[config.mk]
export PLATFORM = sky130hd
export DESIGN_NAME = mfc_queue
export DESIGN_NICKNAME = d
export VERILOG_FILES = /design/src/rtl/mfc_pkg.sv /design/src/rtl/mfc_queue.sv
export SDC_FILE = /design/constraint.sdc
export NUM_CORES = 1
export LEC_CHECK = 0
export BUFFER_PORTS_ARGS = -buffer_cell sky130_fd_sc_hd__clkbuf_2
export CAP_MARGIN = 20
export CELL_PAD_IN_SITES_DETAIL_PLACEMENT = 0
export CELL_PAD_IN_SITES_GLOBAL_PLACEMENT = 1
export CORE_MARGIN = 2
export CORE_UTILIZATION = 45
export CTS_BUF_LIST = sky130_fd_sc_hd__clkbuf_4 sky130_fd_sc_hd__clkbuf_8
export DETAILED_ROUTE_END_ITERATION = 10
export PLACE_DENSITY = 0.74
export SYNTH_ARGS = -nofsm -noshare
export SYNTH_HDL_FRONTEND = slang
export SYNTH_SLANG_ARGS = --single-unit
[constraint.sdc]
create_clock -name clk -period 2.7 [get_ports clk]
set_input_delay 0.54 -clock clk [delete_from_list [all_inputs] [get_ports clk]]
set_output_delay 0.54 -clock clk [all_outputs]
set_load 0.05 [all_outputs]
[src/rtl/mfc_pkg.sv]
// Shared widths, register codes and the queue item type of the forecast combiner.
package mfc_pkg;

  // Source count and field widths
  localparam int unsigned NUM_SOURCES_DEF = 4;
  localparam int unsigned MAX_SRC         = 4;
  localparam int unsigned VAL_W           = 32;
  localparam int unsigned W_W             = 16;
  localparam int unsigned MSK_W           = 4;
  localparam int unsigned CNT_W           = 3;
  localparam int unsigned PROD_W          = 49;
  localparam int unsigned SUM_W           = 34;
  localparam int unsigned NUM_W           = 51;
  localparam int unsigned DEN_W           = 18;
  localparam int unsigned MAG_W           = 51;
  localparam int unsigned QUO_W           = 33;
  localparam int unsigned QDEPTH_DEF      = 4;

  // Configuration port
  localparam int unsigned CIDX_W = 3;
  localparam int unsigned CDAT_W = 16;

  localparam logic [CIDX_W-1:0] CFG_MODE    = 3'd0;
  localparam logic [CIDX_W-1:0] CFG_WEIGHT0 = 3'd1;
  localparam logic [CIDX_W-1:0] CFG_WEIGHT1 = 3'd2;
  localparam logic [CIDX_W-1:0] CFG_WEIGHT2 = 3'd3;
  localparam logic [CIDX_W-1:0] CFG_WEIGHT3 = 3'd4;
  localparam logic [CIDX_W-1:0] CFG_CUT     = 3'd5;

  // Combine modes; the spare code acts as weighted
  localparam logic [1:0] MODE_MEAN   = 2'd0;
  localparam logic [1:0] MODE_MEDIAN = 2'd1;

  localparam logic [W_W-1:0] WEIGHT_RST = 16'd16384;

  // One division job: rounded num/den, ok low when nothing contributed
  typedef struct packed {
    logic                    ok;
    logic signed [NUM_W-1:0] num;
    logic [DEN_W-1:0]        den;
  } qent_t;

endpackage

[src/rtl/mfc_queue.sv]
// Small FIFO of division jobs between the front end and the divider.
module mfc_queue #(
  parameter int unsigned DEPTH = mfc_pkg::QDEPTH_DEF
) (
  input  logic           clk,
  input  logic           rst,
  input  logic           push,
  input  mfc_pkg::qent_t push_data,
  output logic           full,
  input  logic           pop,
  output mfc_pkg::qent_t pop_data,
  output logic           empty
);
  import mfc_pkg::*;

  localparam int unsigned PTR_W = (DEPTH > 1) ? $clog2(DEPTH) : 1;
  localparam int unsigned CNT_W_Q = $clog2(DEPTH + 1);

  qent_t              mem [DEPTH];
  logic [PTR_W-1:0]   wr_ptr, rd_ptr;
  logic [CNT_W_Q-1:0] count;

  assign full     = (count == CNT_W_Q'(DEPTH));
  assign empty    = (count == '0);
  assign pop_data = mem[rd_ptr];

  // Storage
  always_ff @(posedge clk) begin
    if (push) mem[wr_ptr] <= push_data;
  end

  // Pointers and fill count
  always_ff @(posedge clk) begin
    if (rst) begin
      wr_ptr <= '0;
      rd_ptr <= '0;
      count  <= '0;
    end else begin
      if (push) wr_ptr <= (wr_ptr == PTR_W'(DEPTH - 1)) ? '0 : wr_ptr + PTR_W'(1);
      if (pop)  rd_ptr <= (rd_ptr == PTR_W'(DEPTH - 1)) ? '0 : rd_ptr + PTR_W'(1);
      if (push && !pop) count <= count + CNT_W_Q'(1);
      else if (pop && !push) count <= count - CNT_W_Q'(1);
    end
  end

`ifndef SYNTH
  a_cnt_max: assert property (@(posedge clk) disable iff (rst) count <= CNT_W_Q'(DEPTH))
    else $error("queue count above depth");
  a_no_pop_empty: assert property (@(posedge clk) disable iff (rst) pop |-> !empty)
    else $error("pop from empty queue");
  a_no_push_full: assert property (@(posedge clk) disable iff (rst) push |-> !full)
    else $error("push into full queue");
  a_cnt_track: assert property (@(posedge clk) disable iff (rst)
      (push && !pop) |=> count == $past(count) + CNT_W_Q'(1))
    else $error("queue count not tracking pushes");
`endif

endmodule

==> results by group <==
Outcome
  – Status: finished, final reports clean

Layout
  – Multi-input gate area: 1832 um^2
  – Fraction of layout cells with a size suffix above 1: 48.82%
  – Final Cell Area: 12610 um^2
  – Post-route insts no fill: 952
  – Storage element area: 8596 um^2
  – Layout fillers: 1799
  – Ant. Diodes: 0
  – Final Util: 54.03%
  – Area grow syn2layout: 18.76%
  – Nets: 682

Global routing
  – First-pass GRT wire length: 29120 um
  – GR Util met2: 25.64%
  – Vias in the first global route: 5247
  – Initial antenna violation count: 0
  – Met1 usage: 21.04%
  – GR peak layer: met2
  – Total Routing Usage GR: 15.75%
  – Largest net degree at the start of global routing: 42
  – Overflow left after global routing: 0
  – GR Util met3: 4.161%

Placement
  – Dpl ws: 0.6114 ns
  – DP Wirelength: 11690 um
  – RD Place Congestion: 0.7022
  – Placed Cells: 872
  – DP Area: 11760 um^2
  – Port Buffers: 145

Critical path
  – Reg2Reg Capture Point: mem[2][38]
  – R2R depth: 4
  – Peak fanout along the critical path: 36
  – Crit start category: register
  – Arrival @ worst endpoint: 2.04 ns
  – CP Class: reg2out
  – Reg2Reg Setup Slack: 1.03 ns
  – Req. time, crit path: 2.16 ns
  – CP Capture Point: pop_data[19]
  – Worst Setup End Kind: output pin
  – Worst r2r src: wr_ptr[0]

Route
  – # DRC: 0
  – DR vias: 4890
  – Initial drt markers: 292
  – Routed len/inst: 20.21 um
  – Wirelength, routed: 19240 um
  – Vias per cell: 5.137
  – Pre-antenna DRT Iters: 6
  – Routed Antenna Nets: 0

Floorplanning
  – Area of the core: 23330 um^2
  – Initial Util: 45.50%
  – Die H: 157.6 um
  – Die Span X: 157.6 um
  – Die Footprint: 24830 um^2
  – FP Rows: 56
  – I/O pin cnt: 146

Logic synthesis
  – Most used DFF post-synth: edfxtp_1
  – Ys Warns: 0
  – Count leader, synth: edfxtp_1
  – Post-synth top cells: 280 x edfxtp_1, 70 x mux4_2, 9 x dfxtp_1
  – Yosys top cell area share: 79.21%
  – Synth top area cells: edfxtp_1 79%, mux4_2 15%, dfxtp_1 1.7%
  – Synth Instances: 410
  – Area of the mapped netlist: 10620 um^2
  – Seq cells post-synth: 289
  – Sequential-to-total area share from yosys stat: 80.91%
  – Number of library cell types mapped by synthesis: 19
  – Post-Syn Area per Cell: 25.89 um^2
  – Area leader, netlist: edfxtp_1
  – Fraction of registers with async set/reset: 0%
  – Number of synthesized flops with an enable pin: 280
  – Synth Net Count: 491

STA
  – Setup_tns: 0 ns
  – Tightest Pin Transition: 0.4596 ns
  – Fin crit share: 95.66%
  – RSZ-0062 raised after global routing: no
  – Final Max Tran Viols: 0
  – Fin Clk Skew: 0.01217 ns
  – Final Hold Fails: 0
  – Slew margin rel.: 69.36%
  – Final setup viols: 0
  – Maximum clock rate: 387.2 MHz
  – PnR worst setup slack: 0.1173 ns
  – Tmin final: 2.583 ns

Clock network
  – CTS Buf Count: 46
  – H-tree lvl count: 2
  – Clk_lat worst skew: 0.52 ns
  – Max Root-Sink Buffers: 3
  – Clock net sink count: 289
  – Clock slew at reported path FFs: 0.06 ns
  – Post-CTS Hold Buffers: 0
  – Root Buffer: clkbuf_8
  – Post-CTS sizing: 0
  – Setup bufs post-CTS: 0
  – Clock tree from TritonCTS: built

Pwr
  – Pwr/cell area: 782.4 nW/um^2
  – Leakage Power: 4.331 nW
  – VDD IR max: 553.4 uV

Flow run
  – MaxCap Viol Count: 0

Hold path
  – Worst min path class: in2reg
## per-layer routing
layer / part of all wire (%) / wire length [um]
met1: 44 / 8375
met2: 49 / 9445
met3: 5.4 / 1031
met4: 2.0 / 386
met5: 0 / 0
## through the flow
step	total power, mW	hold slack, ns
after floorplan	6.255	0.4603
after global placement	6.573	0.4770
after detailed placement	6.609	0.5270
after CTS	9.990	0.1890
after global routing	10.23	0.1996
final	9.863	0.2269
## placed cells by master (no fill, tap or decap), drive strengths merged
cell	n
nor3	1
mux4	70
nor2	7
ha	6
inv	4
dfxtp	9
fa	1
or3	1
nor3b	2
o21ai	1
and2	4
edfxtp	280
clkinvlp	1
clkbuf	208
clkinv	16
a21oi	2
mux2i	4
buf	14
xor2	2
## report_power, final
group          internal, mW  switching [mW]  leakage, nW
Clock                  1.84            1.54        0.460
Sequential             5.14          0.0538         2.65
Combinational         0.389           0.913         1.22
Total                  7.36            2.50         4.33
## layout make-up
class / instances / area share (%)
tap: 319 / 3.166
clock inverter: 17 / 0.6352
timing repair buffer: 159 / 7.285
sequential: 289 / 68.18
inverter: 4 / 0.1191
multi-input combinational: 101 / 14.53
clock buffer: 63 / 6.084
## worst min-delay path by stage
stage | from | cells past startpoint | slack (ns) | endpoint
after floorplan | count[2] | 2 | 0.46 | count[2]
after global placement | count[2] | 2 | 0.48 | count[2]
after detailed placement | count[2] | 2 | 0.53 | count[2]
after CTS | push_data[0] | 1 | 0.19 | mem[3][0]
after global routing | push_data[68] | 1 | 0.20 | mem[0][68]
final | push_data[0] | 1 | 0.23 | mem[3][0]
## critical path: stages (launching register included)
cell and delay, ns:
dfxtp_4 0.37, buf_12 0.29, mux4_2 0.57, clkbuf_2 0.25
## cell families (layout without fill, tap and decap cells)
logic type	count (synthesis)	in the layout	share of synthesized area (%)
AO/OA/AOI/OAI	3	3	0.1414
XOR/XNOR	2	2	0.1650
adder cells (fa/ha/maj)	7	7	0.8958
buffers and inverters	20	243	1.933
flip-flops	289	289	80.91
multiplexers	74	74	15.23
AND/OR/NAND/NOR	15	15	0.7307
## flip-flops by register name, indices dropped and copies added, names as in the netlist, named ones only
signal / count
rd_ptr: 2
count: 3
wr_ptr: 2
mem: 280
(Power assumes the default switching activity.)
