## src/rtl/mfc_pkg.sv

```systemverilog
// Shared widths, register codes and the queue item type of the forecast combiner.
package mfc_pkg;

  // Source count and field widths
  localparam int unsigned NUM_SOURCES_DEF = 4;
  localparam int unsigned MAX_SRC         = 4;
  localparam int unsigned VAL_W           = 32;
  localparam int unsigned W_W             = 16;
  localparam int unsigned MSK_W           = 4;
  localparam int unsigned CNT_W           = 3;
  localparam int unsigned PROD_W          = 49;
  localparam int unsigned SUM_W           = 34;
  localparam int unsigned NUM_W           = 51;
  localparam int unsigned DEN_W           = 18;
  localparam int unsigned MAG_W           = 51;
  localparam int unsigned QUO_W           = 33;
  localparam int unsigned QDEPTH_DEF      = 4;

  // Configuration port
  localparam int unsigned CIDX_W = 3;
  localparam int unsigned CDAT_W = 16;

  localparam logic [CIDX_W-1:0] CFG_MODE    = 3'd0;
  localparam logic [CIDX_W-1:0] CFG_WEIGHT0 = 3'd1;
  localparam logic [CIDX_W-1:0] CFG_WEIGHT1 = 3'd2;
  localparam logic [CIDX_W-1:0] CFG_WEIGHT2 = 3'd3;
  localparam logic [CIDX_W-1:0] CFG_WEIGHT3 = 3'd4;
  localparam logic [CIDX_W-1:0] CFG_CUT     = 3'd5;

  // Combine modes; the spare code acts as weighted
  localparam logic [1:0] MODE_MEAN   = 2'd0;
  localparam logic [1:0] MODE_MEDIAN = 2'd1;

  localparam logic [W_W-1:0] WEIGHT_RST = 16'd16384;

  // One division job: rounded num/den, ok low when nothing contributed
  typedef struct packed {
    logic                    ok;
    logic signed [NUM_W-1:0] num;
    logic [DEN_W-1:0]        den;
  } qent_t;

endpackage

```

## src/rtl/mfc_if.sv

```systemverilog


interface mfc_out_if;
  import mfc_pkg::*;
  logic                    valid;
  logic                    ready;
  logic signed [VAL_W-1:0] combined_value;
  logic                    combined_valid;
  modport source (output valid, combined_value, combined_valid, input ready);
  modport sink (input valid, combined_value, combined_valid, output ready);
endinterface


```

## src/rtl/mfc_back.sv

```systemverilog
// Back end: pipelined restoring divider with rounding, saturation and result register.
module mfc_back (
  input  logic           clk,
  input  logic           rst,
  input  mfc_pkg::qent_t pop_data,
  input  logic           empty,
  output logic           pop,
  mfc_out_if.source      res
);
  import mfc_pkg::*;

  localparam logic signed [QUO_W:0] SAT_MAX = (QUO_W + 1)'(32'sh7FFFFFFF);
  localparam logic signed [QUO_W:0] SAT_MIN = -(QUO_W + 1)'(33'sh080000000);

  logic                   en;
  logic [MAG_W-1:0]       mag;
  logic                   d_vld [QUO_W+1];
  logic [MAG_W-1:0]       d_rem [QUO_W+1];
  logic [QUO_W-1:0]       d_q   [QUO_W+1];
  logic [DEN_W-1:0]       d_den [QUO_W+1];
  logic                   d_neg [QUO_W+1];
  logic                   d_ok  [QUO_W+1];
  logic signed [QUO_W:0]  sq;
  logic signed [VAL_W-1:0] sat_c;

  // Whole divider pipeline holds while a result waits
  assign en  = !res.valid || res.ready;
  assign pop = en && !empty;

  assign mag = pop_data.num[NUM_W-1] ? MAG_W'(-pop_data.num) : MAG_W'(pop_data.num);

  // Load: magnitude plus half the divisor gives round half away from zero
  always_ff @(posedge clk) begin
    if (rst) d_vld[0] <= 1'b0;
    else if (en) d_vld[0] <= pop;
  end

  always_ff @(posedge clk) begin
    if (en) begin
      d_rem[0] <= mag + MAG_W'(pop_data.den >> 1);
      d_q[0]   <= '0;
      d_den[0] <= pop_data.den;
      d_neg[0] <= pop_data.num[NUM_W-1];
      d_ok[0]  <= pop_data.ok;
    end
  end

  // One quotient bit per stage, most significant first
  for (genvar i = 1; i <= QUO_W; i++) begin : g_div
    localparam int unsigned B = QUO_W - i;
    logic [MAG_W-1:0] trial;
    assign trial = MAG_W'(d_den[i-1]) << B;

    always_ff @(posedge clk) begin
      if (rst) d_vld[i] <= 1'b0;
      else if (en) d_vld[i] <= d_vld[i-1];
    end

    always_ff @(posedge clk) begin
      if (en) begin
        d_den[i] <= d_den[i-1];
        d_neg[i] <= d_neg[i-1];
        d_ok[i]  <= d_ok[i-1];
        if (d_rem[i-1] >= trial) begin
          d_rem[i] <= d_rem[i-1] - trial;
          d_q[i]   <= d_q[i-1] | (QUO_W'(1) << B);
        end else begin
          d_rem[i] <= d_rem[i-1];
          d_q[i]   <= d_q[i-1];
        end
      end
    end
  end

  // Sign and saturation
  always_comb begin
    sq = d_neg[QUO_W] ? -$signed({1'b0, d_q[QUO_W]}) : $signed({1'b0, d_q[QUO_W]});
    if (sq > SAT_MAX) sat_c = VAL_W'(SAT_MAX);
    else if (sq < SAT_MIN) sat_c = VAL_W'(SAT_MIN);
    else sat_c = VAL_W'(sq);
  end

  // Result register
  always_ff @(posedge clk) begin
    if (rst) res.valid <= 1'b0;
    else if (en) res.valid <= d_vld[QUO_W];
  end

  always_ff @(posedge clk) begin
    if (en) begin
      res.combined_value <= d_ok[QUO_W] ? sat_c : '0;
      res.combined_valid <= d_ok[QUO_W];
    end
  end

endmodule

```

## src/flat_wrapper.sv

```systemverilog
// flat-port wrapper written by rule: the top's interface ports become plain ports
module mfc_back_flat import mfc_pkg::*;
  (clk, rst, pop_data, empty, pop, res_valid, res_combined_value, res_combined_valid, res_ready);
  mfc_out_if res_i ();
  input  logic clk;
  input  logic rst;
  input  mfc_pkg::qent_t pop_data;
  input  logic empty;
  output logic pop;
  output wire logic [$bits(res_i.valid)-1:0] res_valid;
  output wire logic [$bits(res_i.combined_value)-1:0] res_combined_value;
  output wire logic [$bits(res_i.combined_valid)-1:0] res_combined_valid;
  input wire logic [$bits(res_i.ready)-1:0] res_ready;
  assign res_valid = res_i.valid;
  assign res_combined_value = res_i.combined_value;
  assign res_combined_valid = res_i.combined_valid;
  assign res_i.ready = res_ready;
  mfc_back u_core (.clk(clk), .rst(rst), .pop_data(pop_data), .empty(empty), .pop(pop), .res(res_i));
endmodule
```

## config.mk

```make
export PLATFORM = sky130hd
export DESIGN_NAME = mfc_back_flat
export DESIGN_NICKNAME = d
export VERILOG_FILES = /design/src/rtl/mfc_pkg.sv /design/src/rtl/mfc_if.sv /design/src/rtl/mfc_back.sv /design/src/flat_wrapper.sv
export SDC_FILE = /design/constraint.sdc
export NUM_CORES = 2
export LEC_CHECK = 0
export BUFFER_PORTS_ARGS = -buffer_cell sky130_fd_sc_hd__buf_2
export CORE_ASPECT_RATIO = 1.75
export CORE_MARGIN = 2
export CORE_UTILIZATION = 35
export DETAILED_ROUTE_END_ITERATION = 12
export HOLD_SLACK_MARGIN = 0.12
export PLACE_DENSITY = 0.53
export SYNTH_ARGS = -nofsm -noshare
export SYNTH_HDL_FRONTEND = slang
export SYNTH_SLANG_ARGS = --single-unit
```

## constraint.sdc

```tcl
create_clock -name clk -period 99.9 [get_ports clk]
set_input_delay 9.99 -clock clk [delete_from_list [all_inputs] [get_ports clk]]
set_output_delay 9.99 -clock clk [all_outputs]
set_load 0.1 [all_outputs]
```

==> impl_results.html <==
<table>
<tr><th>Metric</th><th>Value</th></tr>
<tr><th colspan="2">Status</th></tr>
<tr><td>Outcome</td><td>complete, no violations</td></tr>
<tr><th colspan="2">Floorplanning</th></tr>
<tr><td>Core Region</td><td>0.402 mm2</td></tr>
<tr><td># rows</td><td>308</td></tr>
<tr><td>Total die area</td><td>0.409 mm2</td></tr>
<tr><td>Die outline height</td><td>845 um</td></tr>
<tr><td>Chip Width</td><td>between 400 and 500 um</td></tr>
<tr><td>Number of ports placed on the die boundary</td><td>109</td></tr>
<tr><td>Initial standard-cell utilization of the core</td><td>a little over a third</td></tr>
<tr><th colspan="2">Layout</th></tr>
<tr><td>Number of non-filler instances in the completed layout</td><td>approximately 17000</td></tr>
<tr><td>Fraction of layout instances using a drive strength above 1</td><td>7.94%</td></tr>
<tr><td>Total area of sequential cells</td><td>0.0893 mm2</td></tr>
<tr><td>Area taken by multi-input logic gates</td><td>0.0483 mm2</td></tr>
<tr><td>Area overhead of the layout relative to synthesis</td><td>11.9%</td></tr>
<tr><td>Finished layout cell area</td><td>0.158 mm2</td></tr>
<tr><td>Final core utilization</td><td>39.4%</td></tr>
<tr><td>Final net count</td><td>12102</td></tr>
<tr><td>Fill cell count</td><td>37304</td></tr>
<tr><th colspan="2">Timing</th></tr>
<tr><td>Crit path setup slack, layout</td><td>around 79 ns</td></tr>
<tr><td>Shortest clock period the worst path allows after layout</td><td>20.80 ns</td></tr>
<tr><td>Unrepaired setup endpoints after global routing</td><td>false</td></tr>
<tr><td>Relative max-transition margin</td><td>8.17%</td></tr>
<tr><td>Sum Neg Setup Slack</td><td>0 ns</td></tr>
<tr><td>Worst Tran Pin Value</td><td>1.36 ns</td></tr>
<tr><td>Final period utilization</td><td>20.8%</td></tr>
<tr><td>Final count of pins violating max slew</td><td>0</td></tr>
<tr><td>Final setup skew</td><td>between 0.1 and 0.15 ns</td></tr>
<tr><td>Fmax achieved</td><td>0.0481 GHz</td></tr>
<tr><td>Setup violators final</td><td>0</td></tr>
<tr><td>Endpoints failing hold</td><td>0</td></tr>
<tr><th colspan="2">Drt</th></tr>
<tr><td>Number of DRC markers in iteration 0</td><td>4583</td></tr>
<tr><td>Via count of the routed design</td><td>~90000</td></tr>
<tr><td>Total wirelength of the detailed-routed design</td><td>388000 um</td></tr>
<tr><td>DRC errors left</td><td>0</td></tr>
<tr><td>Number of nets still failing antenna checks after routing</td><td>0</td></tr>
<tr><td>Average routed wire per standard cell</td><td>23.0 um</td></tr>
<tr><td>Count of TritonRoute iterations in the first routing pass</td><td>9</td></tr>
<tr><td>Routed via count divided by cell count</td><td>5.23</td></tr>
<tr><th colspan="2">GRT</th></tr>
<tr><td>Initial antenna violation count</td><td>13</td></tr>
<tr><td>Number of global-route vias before repair</td><td>94763</td></tr>
<tr><td>Wire length of the first global-routing pass</td><td>563000 um</td></tr>
<tr><td>Sum of overflow across all layers after global routing</td><td>0</td></tr>
<tr><td>Pin count of the biggest net entering global routing</td><td>143</td></tr>
<tr><td>Global routing usage summed across all routing layers</td><td>18.5%</td></tr>
<tr><th colspan="2">Clock tree</th></tr>
<tr><td>Deepest clock path buffer count</td><td>4</td></tr>
<tr><td>Clk pin slew, worst setup/hold paths</td><td>about 0.060 ns</td></tr>
<tr><td>Clk_lat worst skew</td><td>around 0.94 ns</td></tr>
<tr><td>TritonCTS buffer count</td><td>297</td></tr>
<tr><td>Number of instances resized during post-cts repair</td><td>0</td></tr>
<tr><td>Clock tree from TritonCTS</td><td>done</td></tr>
<tr><td>Number of buffers inserted for hold repair after clock tree synthesis</td><td>0</td></tr>
<tr><td>Number of buffers inserted to repair setup after CTS</td><td>0</td></tr>
<tr><td>H-tree lvl count</td><td>5</td></tr>
<tr><td>Total number of clock tree sinks</td><td>2974</td></tr>
<tr><td>Cell at the root of the clock tree</td><td>sky130_fd_sc_hd__clkbuf_16</td></tr>
<tr><th colspan="2">Synthesis</th></tr>
<tr><td>Top cells by area in the synthesized netlist</td><td>sky130_fd_sc_hd__edfxtp_1 (63%), sky130_fd_sc_hd__ha_1 (5.4%), sky130_fd_sc_hd__xor2_1 (3.6%)</td></tr>
<tr><td>Number of nets produced by synthesis</td><td>around 12000</td></tr>
<tr><td>Synthesized cell area</td><td>roughly 0.14 mm2</td></tr>
<tr><td>Sequential element share of the synthesized area</td><td>63.2%</td></tr>
<tr><td>Number of flops mapped to enable cells by yosys</td><td>2973</td></tr>
<tr><td>Number of synthesized register bits</td><td>about 3000</td></tr>
<tr><td>Cell type with the largest total area after synthesis</td><td>sky130_fd_sc_hd__edfxtp_1</td></tr>
<tr><td>Async set-reset flop share out of synthesis</td><td>0%</td></tr>
<tr><td>Average size of a mapped cell</td><td>12.8 um2</td></tr>
<tr><td>Number of standard cells after synthesis</td><td>roughly 11000</td></tr>
<tr><td>Yosys synthesis warning count</td><td>0</td></tr>
<tr><td>Most used DFF post-synth</td><td>sky130_fd_sc_hd__edfxtp_1</td></tr>
<tr><td>Number of different library cells in the post-synthesis netlist</td><td>90</td></tr>
<tr><td>Top-area cell type share of the netlist area</td><td>63.2%</td></tr>
<tr><th colspan="2">Place</th></tr>
<tr><td>Place WS</td><td>79.08 ns</td></tr>
<tr><td>HPWL after detailed placement</td><td>298000 um</td></tr>
<tr><td>Cell area after placement</td><td>0.149 mm2</td></tr>
<tr><td>Port Buf Inserts</td><td>108</td></tr>
<tr><td>Final GP Congestion</td><td>0.935</td></tr>
<tr><td>Number of placed cells counting well taps</td><td>16353</td></tr>
<tr><th colspan="2">Critical path</th></tr>
<tr><td>Launch point of the worst path</td><td>res_ready</td></tr>
<tr><td>Kind of launch point of the worst setup path</td><td>input port</td></tr>
<tr><td>Required time reported for the critical path endpoint</td><td>89.91 ns</td></tr>
<tr><td>Data arrival time of the worst path</td><td>10.81 ns</td></tr>
<tr><td>Worst setup path category</td><td>input port to output pin</td></tr>
<tr><td>Critical Path Fanout Max</td><td>3</td></tr>
<tr><td>Startpoint of the most critical register-to-register path</td><td>u_core.res.valid$_SDFFE_PP0N_</td></tr>
<tr><td>Endpoint type of the worst setup path</td><td>output pin</td></tr>
<tr><th colspan="2">Min path</th></tr>
<tr><td>Kind of path behind the tightest hold check</td><td>flop to flop</td></tr>
<tr><td>Launch point of the worst hold path</td><td>u_core.d_ok[8]$_DFFE_PN_</td></tr>
<tr><th colspan="2">Job</th></tr>
<tr><td>Max-capacitance violation count</td><td>0</td></tr>
<tr><th colspan="2">Pwr</th></tr>
<tr><td>Cell leakage power</td><td>58.7 nW</td></tr>
<tr><td>Worst supply voltage drop on vdd</td><td>around 0.015 mV</td></tr>
<tr><td>Power per cell area</td><td>30.1 mW/mm2</td></tr>
</table>
-- metal layers --
metal	part of all wire [%]	vias up	global-route usage (%)
met2	61	1996	40.9
met5	0.068	-	0
met4	11	6	18.4
met3	2.6	1169	2.18
met1	24	43283	11.5
li1	-	41846	-
-- state kept, by name, summed over array words and instances (netlist names) --
signal / cells
u_core.d_rem: 1683
u_core.d_den: 594
u_core.d_q: 561
u_core.d_neg: 34
u_core.d_ok: 34
u_core.d_vld: 34
u_core.res.combined_value: 32
u_core.res.combined_valid: 1
u_core.res.valid: 1
-- kinds of logic (layout without fill, tap and decap cells) --
logic type               Yosys count  after routing  share of synthesized area (%)
AO/OA/AOI/OAI                   2035           2035                           8.91
XOR/XNOR                        1057           1057                           6.55
adder cells (fa/ha/maj)          646            646                           5.89
buffers and inverters           1042           1587                           2.79
flip-flops                      2974           2974                           63.2
multiplexers                     121            121                          0.948
other                              0              7                              0
AND/OR/NAND/NOR                 3185           3185                           11.7
-- synthesized netlist by cell type (129+ instances only) --
library cell	number
sky130_fd_sc_hd__a21o_1	202
sky130_fd_sc_hd__a21oi_1	595
sky130_fd_sc_hd__clkbuf_1	191
sky130_fd_sc_hd__edfxtp_1	2973
sky130_fd_sc_hd__ha_1	613
sky130_fd_sc_hd__inv_1	818
sky130_fd_sc_hd__nand2_1	683
sky130_fd_sc_hd__nand2b_1	129
sky130_fd_sc_hd__nand3_1	184
sky130_fd_sc_hd__nor2_1	684
sky130_fd_sc_hd__nor3_1	317
sky130_fd_sc_hd__nor4_1	269
sky130_fd_sc_hd__o21ai_0	590
sky130_fd_sc_hd__or3_1	162
sky130_fd_sc_hd__xnor2_1	483
sky130_fd_sc_hd__xor2_1	574
-- through the flow --
step | power, mW | hold WS, ns
3_3_place_gp | 3.62 | 0.401
6_report | 4.77 | 0.344
2_1_floorplan | 3.11 | 0.400
5_1_grt | 5.01 | 0.367
4_1_cts | 4.79 | 0.350
3_5_place_dp | 3.68 | 0.405
-- critical path, cell delays in order --
cell and delay (ns):
sky130_fd_sc_hd__buf_2 0.10, sky130_fd_sc_hd__nor2b_4 0.06, sky130_fd_sc_hd__nor2_1 0.18, sky130_fd_sc_hd__buf_2 0.47
-- worst paths after layout --
kind,endpoint,slack (ns),depth (start not counted)
worst min register to register,u_core.d_ok[9]$_DFFE_PN_,0.34,0
worst min-delay path,u_core.d_ok[9]$_DFFE_PN_,0.34,0
worst max register to register,u_core.d_q[14][26]$_DFFE_PP_,93.35,8
worst max-delay path,pop,79.10,4
-- power by group --
| part | switching (mW) | total (mW) | internal, mW |
|---|---|---|---|
| clock network | 0.487 | 1.10 | 0.610 |
| logic | 0.932 | 1.56 | 0.626 |
| registers | 0.260 | 2.11 | 1.85 |
-- cell type report --
| type | count | share of cell area [%] |
|---|---|---|
| antenna | 7 | 0.0111 |
| clock buffer | 362 | 4.92 |
| clock inverter | 160 | 0.939 |
| inverter | 821 | 1.96 |
| multi-input combinational | 7044 | 30.5 |
| sequential | 2974 | 56.4 |
| tap | 5270 | 4.17 |
| timing repair buffer | 244 | 1.01 |
-- layout by cell type, fill, tap and decap left out, types with 52 or more instances in the layout --
master,instances
sky130_fd_sc_hd__edfxtp_1,2973
sky130_fd_sc_hd__a21o_1,202
sky130_fd_sc_hd__xnor2_1,483
sky130_fd_sc_hd__nand3_1,184
sky130_fd_sc_hd__clkbuf_16,302
sky130_fd_sc_hd__buf_4,133
sky130_fd_sc_hd__nor2_1,683
sky130_fd_sc_hd__o31ai_1,78
sky130_fd_sc_hd__buf_2,108
sky130_fd_sc_hd__nand2b_1,129
sky130_fd_sc_hd__nor4_1,265
sky130_fd_sc_hd__o21a_1,93
sky130_fd_sc_hd__clkbuf_1,60
sky130_fd_sc_hd__and3_1,57
sky130_fd_sc_hd__nor2b_1,105
sky130_fd_sc_hd__nor3_1,311
sky130_fd_sc_hd__a21oi_1,594
sky130_fd_sc_hd__nand4_1,122
sky130_fd_sc_hd__o21ai_0,587
sky130_fd_sc_hd__or4_1,114
sky130_fd_sc_hd__xor2_1,574
sky130_fd_sc_hd__and2_1,71
sky130_fd_sc_hd__mux2_2,103
sky130_fd_sc_hd__nand2_1,683
sky130_fd_sc_hd__or3_1,162
sky130_fd_sc_hd__a31oi_1,52
sky130_fd_sc_hd__ha_1,613
sky130_fd_sc_hd__inv_1,816
sky130_fd_sc_hd__or2_2,69
sky130_fd_sc_hd__a211oi_1,52
No activity file was read; power rests on OpenSTA's default activity.
